===== config.mk =====
export PLATFORM = sky130hd
export DESIGN_NAME = font_image_validator_core
export DESIGN_NICKNAME = d
export VERILOG_FILES = /design/src/hw/rtl/fiv_pkg.sv /design/src/hw/rtl/fiv_front.sv /design/src/hw/rtl/fiv_back.sv /design/src/hw/rtl/font_image_validator_core.sv
export SDC_FILE = /design/constraint.sdc
export NUM_CORES = 2
export LEC_CHECK = 0
export ABC_AREA = 1
export BUFFER_PORTS_ARGS = -buffer_cell sky130_fd_sc_hd__buf_2
export CORE_ASPECT_RATIO = 1.4
export CORE_MARGIN = 2
export CORE_UTILIZATION = 45
export CTS_CLUSTER_DIAMETER = 30
export DETAILED_ROUTE_END_ITERATION = 16
export PLACE_DENSITY = 0.68
export SYNTH_ARGS = -nofsm -noshare
export SYNTH_HDL_FRONTEND = slang
export SYNTH_SLANG_ARGS = --single-unit

===== constraint.sdc =====
create_clock -name clk -period 7.3 [get_ports clk]
set_clock_uncertainty 0.2 [all_clocks]
set_input_delay 1.46 -clock clk [delete_from_list [all_inputs] [get_ports clk]]
set_output_delay 1.46 -clock clk [all_outputs]
set_load 0.1 [all_outputs]

===== src/hw/rtl/fiv_pkg.sv =====
// shared types, constants and functions of the font image validator
package fiv_pkg;

	localparam int unsigned HEADER_BYTES = 20;
	localparam int unsigned CRC_POSITION = 18;
	localparam int unsigned QUEUE_DEPTH = 2;

	localparam logic [15:0] CRC_INIT = 16'hFFFF;
	localparam logic [15:0] CRC_POLY = 16'h1021;
	localparam logic [16:0] POS_MAX = 17'h1FFFF;
	localparam logic [17:0] USED_MAX = 18'h3FFFF;

	localparam logic [7:0] MAGIC_0 = 8'h50;
	localparam logic [7:0] MAGIC_1 = 8'h46;
	localparam logic [7:0] MAGIC_2 = 8'h4B;
	localparam logic [7:0] MAGIC_3 = 8'h31;

	// configuration register indexes
	localparam logic [1:0] REG_MAX_WIDTH = 2'd0;
	localparam logic [1:0] REG_MAX_HEIGHT = 2'd1;
	localparam logic [1:0] REG_MAX_SIZE = 2'd2;

	typedef struct packed {
		logic [7:0] data_byte;
		logic       last_byte;
	} fiv_in_t;

	typedef struct packed {
		logic        image_ok;
		logic        monospaced;
		logic [7:0]  font_width;
		logic [7:0]  glyph_height;
		logic [7:0]  base_advance;
		logic [3:0]  row_gap;
		logic [15:0] num_glyphs;
		logic [7:0]  range_count;
		logic [15:0] records_offset;
		logic [15:0] bmp_offset;
		logic [15:0] image_size;
	} fiv_out_t;

	typedef struct packed {
		logic [7:0]  width_cap;
		logic [7:0]  height_cap;
		logic [15:0] size_cap;
	} fiv_cfg_t;

	// classified byte handed from front to back
	typedef struct packed {
		logic [7:0]  data;
		logic        last;
		logic [16:0] pos;
		logic        crc_zero;
	} fiv_item_t;

	// one crc-16 byte update, msb first
	function automatic logic [15:0] crc_next(input logic [15:0] c_in, input logic [7:0] b);
		logic [15:0] c;
		c = c_in ^ {b, 8'h00};
		for (int i = 0; i < 8; i++) begin
			c = c[15] ? ((c << 1) ^ CRC_POLY) : (c << 1);
		end
		return c;
	endfunction

endpackage


===== src/hw/rtl/fiv_front.sv =====
// front end: byte position tracking and classification into the queue
module fiv_front (
	input  logic               clk,
	input  logic               arst_n,
	input  logic               in_valid,
	output logic               in_ready,
	input  fiv_pkg::fiv_in_t   in_data,
	output logic               q_valid,
	input  logic               q_ready,
	output fiv_pkg::fiv_item_t q_item
);
	import fiv_pkg::*;

	logic [16:0] pos_q;
	fiv_item_t   slot_q [QUEUE_DEPTH];
	logic        rd_ptr_q, wr_ptr_q;
	logic [1:0]  count_q;
	logic        push, pop;

	assign in_ready = (count_q != 2'(QUEUE_DEPTH));
	assign push = in_valid && in_ready;
	assign q_valid = (count_q != 2'd0);
	assign pop = q_valid && q_ready;
	assign q_item = slot_q[rd_ptr_q];

	// position counter, restarts after the last byte
	always_ff @(posedge clk or negedge arst_n) begin
		if (!arst_n) begin
			pos_q <= '0;
		end else if (push) begin
			if (in_data.last_byte) pos_q <= '0;
			else if (pos_q != POS_MAX) pos_q <= pos_q + 17'd1;
		end
	end

	// queue pointers
	always_ff @(posedge clk or negedge arst_n) begin
		if (!arst_n) begin
			rd_ptr_q <= 1'b0;
			wr_ptr_q <= 1'b0;
			count_q <= '0;
		end else begin
			if (push) wr_ptr_q <= ~wr_ptr_q;
			if (pop) rd_ptr_q <= ~rd_ptr_q;
			count_q <= count_q + {1'b0, push} - {1'b0, pop};
		end
	end

	// queue storage
	always_ff @(posedge clk) begin
		if (push) begin
			slot_q[wr_ptr_q].data <= in_data.data_byte;
			slot_q[wr_ptr_q].last <= in_data.last_byte;
			slot_q[wr_ptr_q].pos <= pos_q;
			slot_q[wr_ptr_q].crc_zero <= (pos_q == 17'(CRC_POSITION)) ||
				(pos_q == 17'(CRC_POSITION + 1));
		end
	end
endmodule


===== src/hw/rtl/fiv_back.sv =====
// back end: header, entry and crc checks, verdict register
module fiv_back (
	input  logic               clk,
	input  logic               arst_n,
	input  fiv_pkg::fiv_cfg_t  cfg,
	input  logic               q_valid,
	output logic               q_ready,
	input  fiv_pkg::fiv_item_t q_item,
	output logic               out_valid,
	input  logic               out_ready,
	output fiv_pkg::fiv_out_t  out_data
);
	import fiv_pkg::*;

	logic [7:0]  hdr_q [16];
	logic [15:0] crc_q, crc_decl_q;
	logic        fail_q;
	logic [1:0]  phase_q;
	logic [15:0] partial_q;
	logic [7:0]  ranges_q;
	logic [16:0] prev_end_q, gir_q;
	logic [15:0] records_q;
	logic [17:0] used_q;
	logic [12:0] bpg_q;
	logic        out_valid_q;
	fiv_out_t    out_q;

	logic        take;
	logic [7:0]  b;
	logic [16:0] pos;
	logic [15:0] crc_n;
	logic        mono;
	logic [7:0]  rc;
	logic [15:0] gc, bmp, rec_off, dsize;
	logic        fail_n;
	logic        hdr_fail;
	logic [16:0] exp_rec;
	logic [17:0] exp_bmp;
	logic [12:0] bpg_n;
	logic        is_range, active;
	logic [16:0] r_end;
	logic [16:0] gir_n;
	logic [3:0]  rw_bytes;
	logic [12:0] rec_add;
	logic [18:0] used_sum;
	logic        entry_done;
	logic [17:0] used_n, used_v;
	logic [16:0] gir_v;
	logic [16:0] size;
	logic [28:0] mono_used;
	logic [29:0] total;
	logic        ok;

	assign q_ready = !out_valid_q || out_ready;
	assign take = q_valid && q_ready;
	assign b = q_item.data;
	assign pos = q_item.pos;
	assign crc_n = crc_next(crc_q, q_item.crc_zero ? 8'h00 : b);

	assign mono = hdr_q[0][0];
	assign rc = hdr_q[5];
	assign gc = {hdr_q[7], hdr_q[6]};
	assign rec_off = {hdr_q[9], hdr_q[8]};
	assign bmp = {hdr_q[11], hdr_q[10]};
	assign dsize = {hdr_q[13], hdr_q[12]};

	// header checks, with byte 19 live on the input
	always_comb begin
		exp_rec = 17'(HEADER_BYTES) + 17'({rc, 1'b0}) + 17'(rc);
		exp_bmp = 18'(exp_rec) + (mono ? 18'd0 : (18'({gc, 1'b0}) + 18'(gc)));
		hdr_fail = (hdr_q[0][7:1] != 7'd0) || (hdr_q[1] == 8'd0) ||
			(hdr_q[1] > cfg.width_cap) || (hdr_q[2] == 8'd0) ||
			(hdr_q[2] > cfg.height_cap) || (hdr_q[3] == 8'd0) ||
			(hdr_q[3] > cfg.width_cap) || (hdr_q[4] > 8'd15) ||
			(gc == 16'd0) || (rc == 8'd0) || (17'(rec_off) != exp_rec) ||
			(18'(bmp) != exp_bmp);
		bpg_n = 13'(({1'b0, hdr_q[1]} + 9'd7) >> 3) * 13'(hdr_q[2]);
	end

	// entry decode
	always_comb begin
		is_range = ranges_q < rc;
		active = is_range || (!mono && records_q < gc);
		r_end = 17'(partial_q) + 17'(b) + 17'd1;
		gir_n = gir_q + 17'(b) + 17'd1;
		rw_bytes = 4'((5'(b[7:4]) + 5'd8) >> 3);
		rec_add = 13'(rw_bytes) * 13'(hdr_q[2]);
		used_sum = 19'(used_q) + 19'(rec_add);
		used_n = (used_sum > 19'(USED_MAX)) ? USED_MAX : used_sum[17:0];
		entry_done = !fail_q && !pos[16] && pos >= 17'(HEADER_BYTES) && active &&
			phase_q == 2'd2;
		// totals including an entry that completes on this byte
		used_v = (entry_done && !is_range) ? used_n : used_q;
		gir_v = (entry_done && is_range) ? gir_n : gir_q;
	end

	// next fail state
	always_comb begin
		fail_n = fail_q || pos[16];
		if (!fail_n) begin
			case (pos)
				17'd0: fail_n = (b != MAGIC_0);
				17'd1: fail_n = (b != MAGIC_1);
				17'd2: fail_n = (b != MAGIC_2);
				17'd3: fail_n = (b != MAGIC_3);
				default: begin
					if (pos == 17'(HEADER_BYTES - 1)) begin
						fail_n = hdr_fail;
					end else if (pos >= 17'(HEADER_BYTES) && active && phase_q == 2'd2) begin
						if (is_range)
							fail_n = (ranges_q != 8'd0 && 17'(partial_q) < prev_end_q) ||
								(r_end > 17'h10000) || (gir_n > 17'(gc));
						else
							fail_n = (partial_q != 16'(used_q)) || (used_q[17:16] != 2'd0) ||
								(8'(b[7:4]) + 8'd1 > hdr_q[1]) ||
								(8'(b[3:0]) + 8'd1 > cfg.width_cap);
					end
				end
			endcase
		end
	end

	// final verdict
	always_comb begin
		size = pos + 17'd1;
		mono_used = 29'(bpg_q) * 29'(gc);
		total = 30'(bmp) + (mono ? 30'(mono_used) : 30'(used_v));
		ok = !fail_n && size >= 17'(HEADER_BYTES) && !size[16] &&
			size <= 17'(cfg.size_cap) && size >= 17'(CRC_POSITION + 2) &&
			dsize == size[15:0] && crc_decl_q == crc_n && 17'(bmp) <= size &&
			gir_v == 17'(gc) && total == 30'(size);
	end

	// stream state
	always_ff @(posedge clk or negedge arst_n) begin
		if (!arst_n) begin
			crc_q <= CRC_INIT;
			crc_decl_q <= '0;
			fail_q <= 1'b0;
			phase_q <= '0;
			partial_q <= '0;
			ranges_q <= '0;
			prev_end_q <= '0;
			gir_q <= '0;
			records_q <= '0;
			used_q <= '0;
			bpg_q <= '0;
		end else if (take) begin
			if (q_item.last) begin
				crc_q <= CRC_INIT;
				crc_decl_q <= '0;
				fail_q <= 1'b0;
				phase_q <= '0;
				partial_q <= '0;
				ranges_q <= '0;
				prev_end_q <= '0;
				gir_q <= '0;
				records_q <= '0;
				used_q <= '0;
				bpg_q <= '0;
			end else begin
				crc_q <= crc_n;
				fail_q <= fail_n;
				if (pos == 17'(CRC_POSITION)) crc_decl_q[7:0] <= b;
				if (pos == 17'(CRC_POSITION + 1)) crc_decl_q[15:8] <= b;
				if (!fail_q && !pos[16]) begin
					if (pos == 17'(HEADER_BYTES - 1) && !hdr_fail) bpg_q <= bpg_n;
					if (pos >= 17'(HEADER_BYTES) && active) begin
						case (phase_q)
							2'd0: begin
								partial_q <= {8'h00, b};
								phase_q <= 2'd1;
							end
							2'd1: begin
								partial_q[15:8] <= b;
								phase_q <= 2'd2;
							end
							default: begin
								phase_q <= 2'd0;
								if (is_range) begin
									prev_end_q <= r_end;
									gir_q <= gir_n;
									ranges_q <= ranges_q + 8'd1;
								end else begin
									used_q <= used_n;
									records_q <= records_q + 16'd1;
								end
							end
						endcase
					end
				end
			end
		end
	end

	// header bytes 4..19
	always_ff @(posedge clk) begin
		if (take && !fail_q && !pos[16] && pos >= 17'd4 && pos < 17'(HEADER_BYTES))
			hdr_q[4'(pos - 17'd4)] <= b;
	end

	// verdict output register
	always_ff @(posedge clk or negedge arst_n) begin
		if (!arst_n) begin
			out_valid_q <= 1'b0;
		end else if (take && q_item.last) begin
			out_valid_q <= 1'b1;
		end else if (out_ready) begin
			out_valid_q <= 1'b0;
		end
	end

	always_ff @(posedge clk) begin
		if (take && q_item.last) begin
			if (ok) begin
				out_q.image_ok <= 1'b1;
				out_q.monospaced <= mono;
				out_q.font_width <= hdr_q[1];
				out_q.glyph_height <= hdr_q[2];
				out_q.base_advance <= hdr_q[3];
				out_q.row_gap <= hdr_q[4][3:0];
				out_q.num_glyphs <= gc;
				out_q.range_count <= rc;
				out_q.records_offset <= rec_off;
				out_q.bmp_offset <= bmp;
				out_q.image_size <= size[15:0];
			end else begin
				out_q <= '0;
			end
		end
	end

	assign out_valid = out_valid_q;
	assign out_data = out_q;
endmodule


===== src/hw/rtl/font_image_validator_core.sv =====
// top level of the font image validator
//  channel | direction | handshake           | payload
//  in      | input     | in_valid/in_ready   | fiv_in_t (data_byte, last_byte)
//  out     | output    | out_valid/out_ready | fiv_out_t verdict, one per image
//  cfg     | input     | cfg_we              | cfg_index, cfg_wdata
// one byte per cycle sustained while the output is not stalled; a byte enters the
// two-entry queue on its transfer and the back end checks it as it leaves the queue,
// where the verdict register loads, so out_valid follows the queue slot and that register.
// reset clears the stream state except the stored header bytes, and loads default limits.
// a stalled output fills the queue, then in_ready drops.
module font_image_validator_core (
	input  logic              clk,
	input  logic              arst_n,
	input  logic              in_valid,
	output logic              in_ready,
	input  fiv_pkg::fiv_in_t  in_data,
	output logic              out_valid,
	input  logic              out_ready,
	output fiv_pkg::fiv_out_t out_data,
	input  logic              cfg_we,
	input  logic [1:0]        cfg_index,
	input  logic [15:0]       cfg_wdata
);
	import fiv_pkg::*;

	fiv_cfg_t  cfg_q;
	logic      q_valid, q_ready;
	fiv_item_t q_item;

	// configuration registers
	always_ff @(posedge clk or negedge arst_n) begin
		if (!arst_n) begin
			cfg_q.width_cap <= 8'd16;
			cfg_q.height_cap <= 8'd32;
			cfg_q.size_cap <= 16'hFFFF;
		end else if (cfg_we) begin
			case (cfg_index)
				REG_MAX_WIDTH: cfg_q.width_cap <= cfg_wdata[7:0];
				REG_MAX_HEIGHT: cfg_q.height_cap <= cfg_wdata[7:0];
				REG_MAX_SIZE: cfg_q.size_cap <= cfg_wdata;
				default: ;
			endcase
		end
	end

	fiv_front u_front (
		.clk(clk), .arst_n(arst_n), .in_valid(in_valid), .in_ready(in_ready),
		.in_data(in_data), .q_valid(q_valid), .q_ready(q_ready), .q_item(q_item)
	);

	fiv_back u_back (
		.clk(clk), .arst_n(arst_n), .cfg(cfg_q), .q_valid(q_valid), .q_ready(q_ready),
		.q_item(q_item), .out_valid(out_valid), .out_ready(out_ready), .out_data(out_data)
	);
endmodule


# Yosys cells after proc, flatten, opt, wreduce, memory -nomap -nowiden

Memory sizes are Yosys's and may differ from the RTL's.
Cells that the tools add are included.

Equality and inequality tests: 26
Bitwise operators: 11
Multipliers: 3
Order comparisons: 18
Add/sub/neg operators: 21
Reductions and logical operators: 90
Mux-type cells: 70

Operator list:

| operator                                              | number |
|---|---|
| 2-to-1 mux 17 bit                                     | 13 |
| 2-to-1 mux 16 bit                                     | 10 |
| 2-to-1 mux 18 bit                                     | 8 |
| 2-to-1 mux 13 bit                                     | 11 |
| 2-to-1 mux 102 bit                                    | 1 |
| 2-to-1 mux 8 bit                                      | 9 |
| adder 17 x 1 -> 17 bit, second input constant         | 4 |
| equality test 17 x 5 -> 1 bit, second input constant  | 4 |
| > comparator 8 bit                                    | 5 |
| adder 17 x 8 -> 17 bit                                | 2 |
| equality test 17 x 2 -> 1 bit, second input constant  | 2 |
| >= comparator 17 x 5 -> 1 bit, second input constant  | 2 |
| equality test 16 bit                                  | 2 |
| logical NOT 8 bit                                     | 4 |
| adder 16 x 30 -> 30 bit                               | 1 |
| equality test 30 x 17 -> 1 bit                        | 1 |
| multiplier 13 x 16 -> 29 bit                          | 1 |
| 2-to-1 mux 29 bit                                     | 1 |
| logical AND 1 bit                                     | 27 |
| inequality test 8 x 7 -> 1 bit, second input constant | 3 |
| NOT 3 bit                                             | 8 |
| nonzero test 2 bit                                    | 11 |
| logical OR 1 bit                                      | 20 |
| adder 18 x 12 -> 19 bit                               | 1 |
| other kinds (55)                                      | 88 |

Logic and storage cells: 273
Memories: 2
Input port bits: 32
Register bits: 296
RAM bits: 182

Memory list:

| name           | words | bits a word | rd ports | clocked after memory_dff | write ports | RTL line        | RTL |
|---|---|---|---|---|---|---|---|
| u_back.hdr_q   | 16    | 8           | 14       | 0                        | 1           | fiv_back.sv:15  | `logic [7:0] hdr_q [16];` |
| u_front.slot_q | 2     | 27          | 1        | 0                        | 1           | fiv_front.sv:15 | `fiv_item_t slot_q [QUEUE_DEPTH];` |

# Depth between registers and ports, before layout

An unclocked memory read counts as a cell.

Word-level depth: 27
Gate-level depth with buffers: 55

# By module

A second synthesis with hierarchy kept.

Cells, all modules: 4,504
Area, all modules: 37,457.2 um^2

By module, submodules not included:

| module                    | sequential area each (um^2) | times used | cells an instance | area each (um^2) |
|---|---|---|---|---|
| fiv_back                  | 9,974.6                     | 1          | 4,037             | 32,775.2 |
| fiv_front                 | 2,147.1                     | 1          | 324               | 3,283.1 |
| font_image_validator_core | 823.3                       | 1          | 143               | 1,398.8 |

# Worst setup path before layout

No wires, ideal clock.

Path type: flip-flop to flip-flop
Start point: register u_back.bpg_q[2]
End point: register u_back.out_q (netlist bit u_back.out_data[4]), data pin
Clock period less this slack: 7.476 ns
Data required time: 6.838 ns
Arrival time: 7.014 ns
Cell stages (with the launch flop): 37
Library setup time: 0.262 ns
Setup slack: -0.176 ns
Cell sequence: dfrtp_1 > clkbuf_1 > clkbuf_1 > nand2_1 > inv_1 > fa_1 > fa_1 > inv_1 > fa_1 > inv_1 > fa_1 > inv_1 > fa_1 > inv_1 > ha_1 > a21oi_1 > o21ai_0 > a21oi_1 > inv_1 > a21oi_1 > o21ai_0 > o21ai_0 > a21oi_1 > or2_2 > ha_1 > a21oi_1 > a21boi_0 > nor3_1 > nand2_2 > nor2_2 > nand2_1 > xor2_1 > nor2_1 > nand4_1 > buf_6 > buf_6 > nor2_2

Word-level cells in the longest chain between the ends: 5

Ends and longest elaborated chain:

| item                           | RTL line        | RTL |
|---|---|---|
| start, declared                | fiv_back.sv:24  | `logic [12:0] bpg_q;` |
| start signal, assigned         | fiv_back.sv:167 | `if (pos == 17'(HEADER_BYTES - 1) && !hdr_fail) bpg_q <= bpg_n;` |
| multiplier 13 x 16 -> 29 bit   | fiv_back.sv:126 | `mono_used = 29'(bpg_q) * 29'(gc);` |
| 2-to-1 mux 29 bit              | fiv_back.sv:127 | `total = 30'(bmp) + (mono ? 30'(mono_used) : 30'(used_v));` |
| adder 16 x 30 -> 30 bit        | fiv_back.sv:127 |  |
| equality test 30 x 17 -> 1 bit | fiv_back.sv:131 | `gir_v == 17'(gc) && total == 30'(size);` |
| logical AND 1 bit              | fiv_back.sv:131 |  |
| end, declared                  | fiv_back.sv:26  | `fiv_out_t out_q;` |

Every way passes these cells.
A chain may end at the register's enable or synchronous reset.

# Worst setup path in the final report

Start point: register u_back.bpg_q[3]
End point: register u_back.out_q (netlist bit u_back.out_data[30]), data pin

Same word-level chain as after synthesis.

==> metrics.txt <==
# TYPE chip_impl_metric gauge
chip_impl_info{name="hold_path.class",value="reg2reg"} 1
chip_impl_metric{name="seq_area_frac_synth",unit="%"} 34.7
chip_impl_metric{name="finalCriticalPeriod",unit="ps"} 7500
chip_impl_metric{name="tightestPinTransition",unit="ps"} 1130
chip_impl_metric{name="ant_nets",unit=""} 0
chip_impl_metric{name="synth.avg_cell_area",unit="µm²"} 8.12
chip_impl_info{name="yosys-top-cells-area",value="edfxtp_1 (22%), dfrtp_1 (11%), ha_1 (11%)"} 1
chip_impl_metric{name="globalplace.congestion",unit=""} 1.01
chip_impl_info{name="status",value="complete, but fails checks"} 1
chip_impl_info{name="cts_root_buffer",value="clkbuf_16"} 1
chip_impl_info{name="ys_dominant_reg_cell",value="edfxtp_1"} 1
chip_impl_metric{name="worst_skew_pair.late_latency",unit="ps"} 670
chip_impl_metric{name="async_reset_ff_share",unit="%"} 42.0
chip_impl_metric{name="globalRouteOverflowTotal",unit=""} 0
chip_impl_info{name="grt_most_used_layer",value="met2"} 1
chip_impl_metric{name="fin_crit_sh",unit="%"} 103
chip_impl_metric{name="crit_required",unit="ps"} 7590
chip_impl_metric{name="clk_transition_reported_paths",unit="ps"} 50
chip_impl_metric{name="placedCellCount",unit=""} 5902
chip_impl_metric{name="yosys_register_bits",unit=""} 462
chip_impl_metric{name="timing_max_transition_violations_final",unit=""} 0
chip_impl_metric{name="synth.lib_cells_used.distinct",unit=""} 67
chip_impl_metric{name="floorplan.die_area",unit="mm²"} 0.0852
chip_impl_metric{name="drt_iter0_drc",unit=""} 2266
chip_impl_metric{name="detailroute.via_count",unit=""} 32600
chip_impl_metric{name="gr-usage-met1",unit="%"} 31.7
chip_impl_metric{name="detailedRoute.firstPassIterationCount",unit=""} 5
chip_impl_metric{name="std_cell_rows",unit=""} 124
chip_impl_metric{name="number_of_cells_traversed_by_the_worst_register_to_register_path",unit=""} 33
chip_impl_metric{name="mappedNetlistNets",unit=""} 5124
chip_impl_metric{name="finish.net_count",unit=""} 5491
chip_impl_metric{name="placement.setup.worst_slack",unit="ps"} -665
chip_impl_metric{name="layout_setup_ws",unit="ps"} -196
chip_impl_metric{name="floorplan.initialDensity",unit="%"} 45.5
chip_impl_metric{name="final-setup-viol-count",unit=""} 102
chip_impl_metric{name="antenna_found_initial",unit=""} 6
chip_impl_metric{name="port-buffer-count",unit=""} 135
chip_impl_metric{name="global_route.usage.total",unit="%"} 29.5
chip_impl_metric{name="viasPerCell",unit=""} 5.35
chip_impl_metric{name="timing.fmax",unit="MHz"} 133
chip_impl_metric{name="drc",unit=""} 0
chip_impl_metric{name="die_x",unit="µm"} 247
chip_impl_metric{name="grt_first_pass_wirelength",unit="mm"} 189
chip_impl_metric{name="cts_hold_buf",unit=""} 0
chip_impl_metric{name="ctsHtreeMaxLevel",unit=""} 3
chip_impl_metric{name="post_synth_instance_area",unit="mm²"} 0.0373
chip_impl_metric{name="whs_path_cells",unit=""} 2
chip_impl_metric{name="syn_inst",unit=""} 4591
chip_impl_metric{name="met3_usage",unit="%"} 4.61
chip_impl_metric{name="drive_gt1_share",unit="%"} 16.7
chip_impl_metric{name="post-synth-top-area-fraction",unit="%"} 21.6
chip_impl_info{name="worst_path_max_delay_cell",value="fa_2"} 1
chip_impl_metric{name="grt_pass1_vias",unit=""} 33100
chip_impl_metric{name="finalHoldViolCount",unit=""} 0
chip_impl_metric{name="timing.slew.headroom",unit="%"} 24.8
chip_impl_metric{name="die_extent_in_y",unit="µm"} 345
chip_impl_metric{name="global_routing_met2_resource_utilization",unit="%"} 51.9
chip_impl_info{name="cts_tree",value="built"} 1
chip_impl_metric{name="routed_wire_length_per_instance",unit="µm"} 20.3
chip_impl_metric{name="finalWirelength",unit="mm"} 124
chip_impl_metric{name="grt_max_degree",unit=""} 109
chip_impl_info{name="criticalPathCategory",value="reg2reg"} 1
chip_impl_metric{name="critical-path-max-stage-delay",unit="ps"} 610
chip_impl_metric{name="final_cells",unit=""} 6103
chip_impl_metric{name="cts-root-to-sink-buffers",unit=""} 3
chip_impl_metric{name="yosys_warnings",unit=""} 0
chip_impl_metric{name="design.portCount",unit=""} 136
chip_impl_metric{name="detailedPlacementHpwl",unit="mm"} 96.1
chip_impl_metric{name="crit_path_max_fanout",unit=""} 8
chip_impl_info{name="crit_path_end_kind",value="register"} 1
chip_impl_metric{name="cp_data_arrival_time",unit="ps"} 7790
chip_impl_metric{name="drv_cap",unit=""} 0
chip_impl_info{name="synth_top_area_cell",value="edfxtp_1"} 1
chip_impl_info{name="setup_repair_after_global_routing_missed_its_margin",value="yes"} 1
chip_impl_metric{name="design.core.area",unit="mm²"} 0.0819
chip_impl_info{name="cp-start-kind",value="register"} 1
chip_impl_info{name="synth.top_cells.by_count",value="nand2_1 (1006), inv_1 (910), nor2_1 (327)"} 1
chip_impl_metric{name="cts.sink_count",unit=""} 462
chip_impl_metric{name="numCtsBuffers",unit=""} 86
chip_impl_info{name="violations",value="setup timing"} 1
chip_impl_metric{name="synth_enable_flop_cells",unit=""} 268
chip_impl_metric{name="area_growth_syn_to_layout",unit="%"} 20.1
chip_impl_info{name="yosysMostFrequentCell",value="nand2_1"} 1
## routing by layer
metal / vias up / part of all wire (%)
met4: 0 / 8.8
met3: 431 / 5.8
li1: 15400 / -
met1: 15600 / 36
met5: - / 0
met2: 1185 / 50
## per-stage QoR
stage | cell area (µm²) | hold slack, ps | utilization [%] | TNS (ps)
CTS | 44600 | 286 | 54.4 | -12720
global route | 44700 | 303 | 54.6 | -47740
floorplan | 37300 | 250 | - | 0
global placement | 40400 | 268 | 49.4 | -37100
detailed placement | 40400 | 273 | 49.4 | -57100
finish | 44800 | 284 | 54.6 | -13960
## area by class of cell
| cell class | instances | area (µm²) |
|---|---|---|
| Sequential cell | 462 | 12900 |
| Multi-Input combinational cell | 3093 | 21200 |
| Fill cell | 7535 | 37200 |
| Timing Repair Buffer | 386 | 2840 |
| Clock inverter | 61 | 719 |
| Tap cell | 1071 | 1340 |
| Clock buffer | 100 | 2250 |
| Inverter | 929 | 3490 |
| Antenna cell | 1 | 2.50 |
## logic make-up after synthesis
family	Yosys count	share of synthesized area, %
xor gates and xnor gates	130	3.13
and+or+nand+nor	1837	21.3
AOI/OAI and AO/OA	624	9.43
other	1	0.0101
DFF	462	34.7
adders and majority gates	501	20.5
buffers and inverters	1036	10.8
## path summary, 6_finish.rpt
kind | from | slack [ps] | end
min in group asynchronous | arst_n | 740 | u_back.crc_decl_q[11]$_DFFE_PN0P_
max | u_back.bpg_q[3]$_DFFE_PN0P_ | -200 | u_back.out_data[30]$_SDFFCE_PN0P_
min | cfg_q[25]$_DFFE_PN0P_ | 280 | cfg_q[25]$_DFFE_PN0P_
min reg2reg | cfg_q[25]$_DFFE_PN0P_ | 280 | cfg_q[25]$_DFFE_PN0P_
max reg2reg | u_back.bpg_q[3]$_DFFE_PN0P_ | -200 | u_back.out_data[30]$_SDFFCE_PN0P_
max in group asynchronous | arst_n | 4800 | cfg_q[30]$_DFFE_PN0P_
## worst max-delay path, delay by kind of cell, from the launching register on
| family | cells | cell delay (ps) |
|---|---|---|
| fa+ha+maj | 7 | 2970 |
| xor+xnor | 1 | 270 |
| buf+inv | 9 | 1150 |
| compound gates | 6 | 980 |
| simple gates | 10 | 1280 |
| flops | 1 | 460 |
## sequential cells by signal, indices dropped and copies added, names as in the netlist
signal and count:
u_back.hdr_q 112, u_back.bpg_q 13, u_front.slot_q 54, u_front.rd_ptr_q 1, u_back.out_valid 1, u_back.fail_q 1
u_back.used_q 18, cfg_q 32, u_back.prev_end_q 17, u_back.crc_q 16, u_front.count_q 2, u_back.out_data 102
u_front.pos_q 17, u_front.wr_ptr_q 1, u_back.gir_q 17, u_back.partial_q 16, u_back.crc_decl_q 16, u_back.records_q 16
u_back.ranges_q 8, u_back.phase_q 2
## placed cells by master (no fill, tap or decap), types with 87 or more instances in the layout
| cell type | instances |
|---|---|
| a21oi_1 | 213 |
| buf_2 | 134 |
| buf_4 | 223 |
| clkbuf_16 | 87 |
| dfrtp_1 | 157 |
| edfxtp_1 | 268 |
| fa_1 | 179 |
| ha_1 | 307 |
| inv_1 | 897 |
| nand2_1 | 995 |
| nand3_1 | 205 |
| nor2_1 | 298 |
| o21ai_0 | 207 |
| xor2_1 | 92 |
## timing repair
item	in CTS	in global routing
buffers inserted	34	6
setup endpoints to repair	102	102
resized for setup	165	70
gates cloned	7	0
pin swaps	62	35
Power is left out: the tool's default activity adds up to more than one toggle a clock period on the data nets, which glitch-free logic cannot reach.
